**src/rtl/bsa_pkg.sv**
```systemverilog
// ----------------------------------------------------------------------------
// bsa_pkg
// Shared types, codes and constants of the orbit histogram sampler.
// ----------------------------------------------------------------------------
`default_nettype none

package bsa_pkg;

  localparam int FRAME_WIDTH_DEF  = 256;
  localparam int FRAME_HEIGHT_DEF = 256;
  localparam int CHANNELS_DEF     = 3;

  // shared multiplier operand and product widths
  localparam int MUL_W  = 35;
  localparam int PROD_W = 70;
  localparam int Q_FRAC = 28;

  localparam int ONE_Q       = 1 << 28;
  localparam int QUARTER_Q   = 1 << 26;
  localparam int SIXTEENTH_Q = 1 << 24;
  localparam int ESC_RADIUS  = 1 << 30;

  localparam logic [31:0] X_MIN_RST  = 32'hE000_0000;
  localparam logic [31:0] Y_MIN_RST  = 32'hE800_0000;
  localparam logic [30:0] SPAN_RST   = 31'h3000_0000;
  localparam logic [31:0] PPU_RST    = 32'h0055_5555;
  localparam logic [15:0] LIMIT_RST  = 16'd1000;
  localparam logic [15:0] FLOOR_RST  = 16'd20;

  typedef enum logic [1:0] {
    OP_SAMPLE   = 2'd0,
    OP_READ     = 2'd1,
    OP_READ_CLR = 2'd2,
    OP_NOP      = 2'd3
  } op_t;

  typedef enum logic [2:0] {
    REG_X_MIN  = 3'd0,
    REG_Y_MIN  = 3'd1,
    REG_X_SPAN = 3'd2,
    REG_Y_SPAN = 3'd3,
    REG_X_PPU  = 3'd4,
    REG_Y_PPU  = 3'd5,
    REG_LIMIT  = 3'd6,
    REG_FLOOR  = 3'd7
  } reg_idx_t;

  typedef enum logic [4:0] {
    ST_CLEAR,
    ST_IDLE,
    ST_DRAW_X,
    ST_DRAW_Y,
    ST_PLACE_MUL,
    ST_PLACE_ADD,
    ST_BULB_MUL,
    ST_BULB_SQ,
    ST_CARD_MUL,
    ST_BULB_EVAL,
    ST_ORB_CHK,
    ST_ORB_MUL,
    ST_ORB_UPD,
    ST_MAP_MUL,
    ST_MAP_CHK,
    ST_MAP_WR,
    ST_PASS_END,
    ST_RD_ISSUE,
    ST_RD_DONE,
    ST_FINISH
  } state_t;

  typedef enum logic [4:0] {
    DP_NONE,
    DP_CLEAR,
    DP_LATCH,
    DP_DRAW_X,
    DP_DRAW_Y,
    DP_PLACE_MUL,
    DP_PLACE_ADD,
    DP_BULB_MUL,
    DP_BULB_SQ,
    DP_CARD_MUL,
    DP_PASS_INIT,
    DP_ORB_MUL,
    DP_ORB_UPD,
    DP_MAP_MUL,
    DP_MAP_CHK,
    DP_MAP_WR,
    DP_RD_ISSUE,
    DP_RD_DONE,
    DP_LOAD
  } dp_op_t;

  typedef enum logic [2:0] {
    RES_NONE,
    RES_ZERO,
    RES_BULB_REJ,
    RES_RANGE_REJ,
    RES_SAMPLE_OK,
    RES_READ
  } res_t;

  typedef struct packed {
    dp_op_t op;
    logic   map;
    logic   k_inc;
    res_t   res;
  } cmd_t;

  typedef struct packed {
    logic clr_last;
    logic in_bulb;
    logic k_lt_limit;
    logic escaped;
    logic reject_range;
    logic in_frame;
    logic ch_ok;
    logic map;
    logic out_free;
  } sts_t;

endpackage

`default_nettype wire

```
**src/rtl/bsa_ctrl.sv**
```systemverilog
// ----------------------------------------------------------------------------
// bsa_ctrl
// Sequencer: clearing sweep, sampling, bulb test, two orbit passes, reads.
// ----------------------------------------------------------------------------
`default_nettype none

module bsa_ctrl (
  input  logic           clk,
  input  logic           rst_n,
  input  logic           in_valid,
  input  bsa_pkg::op_t   in_op,
  output logic           in_ready,
  input  bsa_pkg::sts_t  sts,
  output bsa_pkg::cmd_t  cmd
);

  bsa_pkg::state_t state_r, state_nxt;

  always_ff @(posedge clk) begin
    if (!rst_n) begin
      state_r <= bsa_pkg::ST_CLEAR;
    end else begin
      state_r <= state_nxt;
    end
  end

  always_comb begin
    state_nxt = state_r;
    in_ready  = 1'b0;
    cmd       = '{op: bsa_pkg::DP_NONE, map: 1'b0, k_inc: 1'b0, res: bsa_pkg::RES_NONE};
    unique case (state_r)
      bsa_pkg::ST_CLEAR: begin
        cmd.op = bsa_pkg::DP_CLEAR;
        if (sts.clr_last) state_nxt = bsa_pkg::ST_IDLE;
      end
      bsa_pkg::ST_IDLE: begin
        in_ready = 1'b1;
        if (in_valid) begin
          cmd.op = bsa_pkg::DP_LATCH;
          unique case (in_op) inside
            bsa_pkg::OP_SAMPLE: state_nxt = bsa_pkg::ST_DRAW_X;
            bsa_pkg::OP_READ, bsa_pkg::OP_READ_CLR: state_nxt = bsa_pkg::ST_RD_ISSUE;
            default: begin
              cmd.res   = bsa_pkg::RES_ZERO;
              state_nxt = bsa_pkg::ST_FINISH;
            end
          endcase
        end
      end
      bsa_pkg::ST_DRAW_X: begin
        cmd.op    = bsa_pkg::DP_DRAW_X;
        state_nxt = bsa_pkg::ST_DRAW_Y;
      end
      bsa_pkg::ST_DRAW_Y: begin
        cmd.op    = bsa_pkg::DP_DRAW_Y;
        state_nxt = bsa_pkg::ST_PLACE_MUL;
      end
      bsa_pkg::ST_PLACE_MUL: begin
        cmd.op    = bsa_pkg::DP_PLACE_MUL;
        state_nxt = bsa_pkg::ST_PLACE_ADD;
      end
      bsa_pkg::ST_PLACE_ADD: begin
        cmd.op    = bsa_pkg::DP_PLACE_ADD;
        state_nxt = bsa_pkg::ST_BULB_MUL;
      end
      bsa_pkg::ST_BULB_MUL: begin
        cmd.op    = bsa_pkg::DP_BULB_MUL;
        state_nxt = bsa_pkg::ST_BULB_SQ;
      end
      bsa_pkg::ST_BULB_SQ: begin
        cmd.op    = bsa_pkg::DP_BULB_SQ;
        state_nxt = bsa_pkg::ST_CARD_MUL;
      end
      bsa_pkg::ST_CARD_MUL: begin
        cmd.op    = bsa_pkg::DP_CARD_MUL;
        state_nxt = bsa_pkg::ST_BULB_EVAL;
      end
      bsa_pkg::ST_BULB_EVAL: begin
        cmd.op = bsa_pkg::DP_PASS_INIT;
        if (sts.in_bulb) begin
          cmd.res   = bsa_pkg::RES_BULB_REJ;
          state_nxt = bsa_pkg::ST_FINISH;
        end else begin
          state_nxt = bsa_pkg::ST_ORB_CHK;
        end
      end
      bsa_pkg::ST_ORB_CHK: begin
        state_nxt = sts.k_lt_limit ? bsa_pkg::ST_ORB_MUL : bsa_pkg::ST_PASS_END;
      end
      bsa_pkg::ST_ORB_MUL: begin
        cmd.op    = bsa_pkg::DP_ORB_MUL;
        state_nxt = bsa_pkg::ST_ORB_UPD;
      end
      bsa_pkg::ST_ORB_UPD: begin
        cmd.op = bsa_pkg::DP_ORB_UPD;
        if (sts.escaped) begin
          state_nxt = bsa_pkg::ST_PASS_END;
        end else if (sts.map) begin
          state_nxt = bsa_pkg::ST_MAP_MUL;
        end else begin
          cmd.k_inc = 1'b1;
          state_nxt = bsa_pkg::ST_ORB_CHK;
        end
      end
      bsa_pkg::ST_MAP_MUL: begin
        cmd.op    = bsa_pkg::DP_MAP_MUL;
        state_nxt = bsa_pkg::ST_MAP_CHK;
      end
      bsa_pkg::ST_MAP_CHK: begin
        cmd.op = bsa_pkg::DP_MAP_CHK;
        if (sts.in_frame && sts.ch_ok) begin
          state_nxt = bsa_pkg::ST_MAP_WR;
        end else begin
          cmd.k_inc = 1'b1;
          state_nxt = bsa_pkg::ST_ORB_CHK;
        end
      end
      bsa_pkg::ST_MAP_WR: begin
        cmd.op    = bsa_pkg::DP_MAP_WR;
        cmd.k_inc = 1'b1;
        state_nxt = bsa_pkg::ST_ORB_CHK;
      end
      bsa_pkg::ST_PASS_END: begin
        if (sts.map) begin
          cmd.res   = bsa_pkg::RES_SAMPLE_OK;
          state_nxt = bsa_pkg::ST_FINISH;
        end else if (sts.reject_range) begin
          cmd.res   = bsa_pkg::RES_RANGE_REJ;
          state_nxt = bsa_pkg::ST_FINISH;
        end else begin
          cmd.op    = bsa_pkg::DP_PASS_INIT;
          cmd.map   = 1'b1;
          state_nxt = bsa_pkg::ST_ORB_CHK;
        end
      end
      bsa_pkg::ST_RD_ISSUE: begin
        cmd.op    = bsa_pkg::DP_RD_ISSUE;
        state_nxt = bsa_pkg::ST_RD_DONE;
      end
      bsa_pkg::ST_RD_DONE: begin
        cmd.op    = bsa_pkg::DP_RD_DONE;
        cmd.res   = bsa_pkg::RES_READ;
        state_nxt = bsa_pkg::ST_FINISH;
      end
      bsa_pkg::ST_FINISH: begin
        if (sts.out_free) begin
          cmd.op    = bsa_pkg::DP_LOAD;
          state_nxt = bsa_pkg::ST_IDLE;
        end
      end
      default: state_nxt = bsa_pkg::ST_CLEAR;
    endcase
  end

endmodule

`default_nettype wire

```
**config.mk**
```make
export PLATFORM = sky130hd
export DESIGN_NAME = bsa_ctrl
export DESIGN_NICKNAME = d
export VERILOG_FILES = /design/src/rtl/bsa_pkg.sv /design/src/rtl/bsa_ctrl.sv
export SDC_FILE = /design/constraint.sdc
export NUM_CORES = 1
export LEC_CHECK = 0
export ABC_AREA = 1
export BUFFER_PORTS_ARGS = -buffer_cell sky130_fd_sc_hd__buf_2
export CORE_MARGIN = 2
export CORE_UTILIZATION = 54
export DETAILED_ROUTE_END_ITERATION = 6
export PLACE_DENSITY_LB_ADDON = 0.25
export SYNTH_ARGS = -nofsm -noshare
export SYNTH_HDL_FRONTEND = slang
export SYNTH_SLANG_ARGS = --single-unit
```
**constraint.sdc**
```tcl
create_clock -name clk -period 2.95 [get_ports clk]
set_input_delay 0.59 -clock clk [delete_from_list [all_inputs] [get_ports clk]]
set_output_delay 0.59 -clock clk [all_outputs]
set_load 0.02 [all_outputs]
```
Yosys cells after proc, flatten, opt, wreduce, memory -nomap -nowiden

Index checks and enable logic that the tools add are counted.
W data, S select, Z words.

Input port bits: 14
Output and inout bits: 11
Word-level logic and storage cells: 60
Register bits: 5

Multiplexer cells: 29
Reductions and logical operators: 6
Equal/unequal tests: 24

Operators with widths:

| operator             | number |
|---|---|
| $pmux W5 S20         | 1 |
| $pmux W5 S19         | 1 |
| $mux W5              | 11 |
| $eq A5 B4 Y1 const B | 8 |
| $eq A5 B3 Y1 const B | 4 |
| $eq A5 B5 Y1 const B | 4 |
| $pmux W3 S4          | 1 |
| $eq A5 B2 Y1 const B | 2 |
| $pmux W5 S2          | 1 |
| $mux W3              | 3 |
| $mux W1              | 7 |
| $mux W2              | 3 |
| $ne A2 B2 Y1 const B | 3 |
| $eq A5 B1 Y1 const B | 1 |
| $logic_not A5 Y1     | 1 |
| $pmux W1 S3          | 1 |
| $reduce_and A3 Y1    | 1 |
| $reduce_or A3 Y1     | 1 |
| $eq A2 B1 Y1 const B | 1 |
| $eq A2 B2 Y1 const B | 1 |
| $logic_not A2 Y1     | 1 |
| $reduce_or A2 Y1     | 1 |
| $logic_and A1 B1 Y1  | 1 |

Logic depth before layout (Yosys ltp)

Depth in word-level cells: 5
Depth in mapped cells: 10
Mapped depth without buffers: 10

Least setup slack after synthesis

No wires, ideal clock.

Path kind: input-to-output
Start: in sts[1] in the netlist's numbering
End: out cmd[8] in the netlist's numbering
Path buffers: 0
Cell stages on the path: 4
Data arrival time: 1366 ps
Setup slack: 994 ps
Path through: or2_2 -> nor2_4 -> nor2_1 -> nand3_1

RTL lines:

| what        | RTL line       | RTL |
|---|---|---|
| from (decl) | bsa_ctrl.sv:13 | `input bsa_pkg::sts_t sts,` |
| to (decl)   | bsa_ctrl.sv:14 | `output bsa_pkg::cmd_t cmd` |

==> results.json <==
{
  "crit_type": "flop to output pin",
  "p_per_area_nw_per_um2": 639.6,
  "nNetsFinal": 183,
  "yosysSeqAreaShare_pct": 12.44,
  "fp.dieW_um": 42.60,
  "num_antenna_cells": 0,
  "grt_pass1_vias": 1011,
  "largestRegisters": "state_r x5",
  "setup_tns_ps": 0,
  "p_sw_share_pct": 54.63,
  "clkPwrFrac_pct": 13.8,
  "hold_violations": 0,
  "largest_reg_flops": 5,
  "gr-total-overflow": 0,
  "worst_ep_required_time_ps": 2360,
  "p_leak_nw": 0.5243,
  "syn_avg_cell_area_um2": 5.747,
  "utilization_pct": 69.69,
  "grt_pass1_wl_um": 4015,
  "netlist.area_leader.share_pct": 15.86,
  "drive_above_1_share_pct": 33.13,
  "ys_types": 26,
  "min-delay-path-class": "flop to flop",
  "crit_chain": "inv_2 -> nand3_1 -> nor2_2 -> nor4_1 -> nand3_1 -> buf_2",
  "ys_warn_count": 0,
  "synth_edf_count": 0,
  "p_int_uw": 273.0,
  "rsz0062_at_grt": "no",
  "cts_made_buffers": 3,
  "power_uw": 601.8,
  "htree_num_levels": 1,
  "post_cts_resized": 0,
  "synth_most_common_cell": "nand2_1",
  "postCtsHoldBufs": 0,
  "cts_setup_buffers": 0,
  "first_iter_violations": 52,
  "dpl.hpwl_um": 1874,
  "track_usage_pct": 28.61,
  "async_reset_ff_share_pct": 0,
  "cts.sinks": 5,
  "ff_latch_area_um2": 100.1,
  "whs_ps": 614.3,
  "gp_congestion": 0.9853,
  "num_vias": 1017,
  "worstMarginPinSlew_ps": 354.0,
  "row_count": 13,
  "synth_area_leaders": "nand2_1, dfxtp_1, nand3_1",
  "crit_family": "simple AND/OR/NAND/NOR gates",
  "pwr-share-seq_pct": 20.1,
  "synth_nets": 156,
  "setup_violations": 0,
  "antenna_found_initial": 0,
  "grt_max_degree": 12,
  "cp_max_fo": 9,
  "synthTopCellsByCount": "nand2_1, nor2_1, nand3_1",
  "slew_headroom_pct": 76.18,
  "synthCells": 140,
  "cp_slowest_stage_delay_ps": 510,
  "regMostFlops": "state_r",
  "peakVddDrop_mv": 0.4119,
  "slew_violations": 0,
  "wl_per_cell_um": 12.48,
  "ys_seq_elements": 5,
  "wirelength_um": 2258,
  "clk_latency_ps": 250,
  "place_area_um2": 914.6,
  "clkSlewWorstSetupHoldPaths_ps": 50,
  "cts_tree": "built",
  "ant_nets": 0,
  "path_buf_inv": 2,
  "stdcell_area_um2": 940.9,
  "finalClockSkew_ps": 5.999,
  "crit_top_cell": "nand3_1",
  "drc": 0,
  "pwr-share-comb_pct": 66.1,
  "ctsRootBufferMaster": "clkbuf_4",
  "syn_area_um2": 804.5,
  "multiInputGateArea_um2": 599.3,
  "initial_utilization_pct": 59.59,
  "p_sw_uw": 328.8,
  "via_per_inst": 5.619,
  "yosysTopAreaCell": "nand2_1",
  "fp.dieH_um": 42.60,
  "io_buffers": 24,
  "arrival_ps": 1800,
  "first_pass_iters": 5,
  "die_area_um2": 1815,
  "drv_cap": 0,
  "cpMaxStageDelayCell": "dfxtp_1",
  "core_um2": 1350,
  "clock_path_buffers": 2,
  "startpoint_type": "flop",
  "nFillCells": 147,
  "max_freq_mhz": 418.6,
  "fin_crit_sh_pct": 80.98,
  "period_minus_slack_ps": 2389,
  "synth-main-ff-cell": "dfxtp_1",
  "status": "finished, final reports clean",
  "io_pins": 25,
  "syn_to_final_growth_pct": 16.95,
  "cp-end-kind": "output pin"
}
## area by class of cell
type	instances	area share (%)
clock buffer	4	2.793
timing repair buffer	25	13.56
multi-input combinational	114	63.70
inverter	18	7.314
tap	15	1.995
sequential	5	10.64
## metal layers
layer / vias up / GRT usage [%] / share of wire, %
li1: 511 / - / -
met1: 450 / 33.93 / 42
met2: 54 / 48.92 / 50
met3: 2 / 6.466 / 7.0
met4: 0 / 11.88 / 0.62
met5: - / 0 / 0
## cell usage in the layout (no fill, tap or decap), types with 2 or more instances in the layout
master	instances
a21oi_1	5
nand4_1	4
ha_1	2
nand2_1	34
nor2_4	3
nor2_1	20
inv_2	6
o21ai_0	7
nand3_2	2
buf_2	24
dfxtp_1	5
clkbuf_4	3
nor2_2	9
inv_1	11
nand2_2	3
nand3_1	16
## final timing paths
kind              start    endpoint  slack (ps)  cells after the start
max          state_r[4]      cmd[8]         560                      6
min          state_r[0]  state_r[0]         610                      2
min reg2reg  state_r[0]  state_r[0]         610                      2
max reg2reg  state_r[4]  state_r[1]        1370                      9
## metrics by stage
stage               setup slack, ps  instances
floorplan                     994.4        140
global placement              868.6        177
detailed placement            825.0        177
CTS                           563.0        181
global route                  365.7        181
finish                        561.2        181
## worst register-to-register path, delay by kind of cell, from the launching register on
kind            cells  cell delay, ps
compound gates      1              50
buf+inv             1             130
simple gates        7             780
flops               1             510
## cells by family after synthesis
kind of cell               after synthesis  share of synthesized area [%]
buffers and inverters                   21                          13.06
AOI/OAI and AO/OA                       16                          11.51
DFF                                      5                          12.44
adders and majority gates                2                          3.110
and+or+nand+nor                         96                          59.88
## power by group through the flow
| stage | Sequential [mW] | Clock (mW) | Combinational (mW) |
|---|---|---|---|
| after floorplan | 0.0983 | 0 | 0.336 |
| after global placement | 0.121 | 0 | 0.384 |
| after detailed placement | 0.122 | 0 | 0.392 |
| after CTS | 0.121 | 0.0855 | 0.395 |
| after global routing | 0.125 | 0.0927 | 0.445 |
| final | 0.121 | 0.0829 | 0.398 |
(Power assumes the default switching activity.)
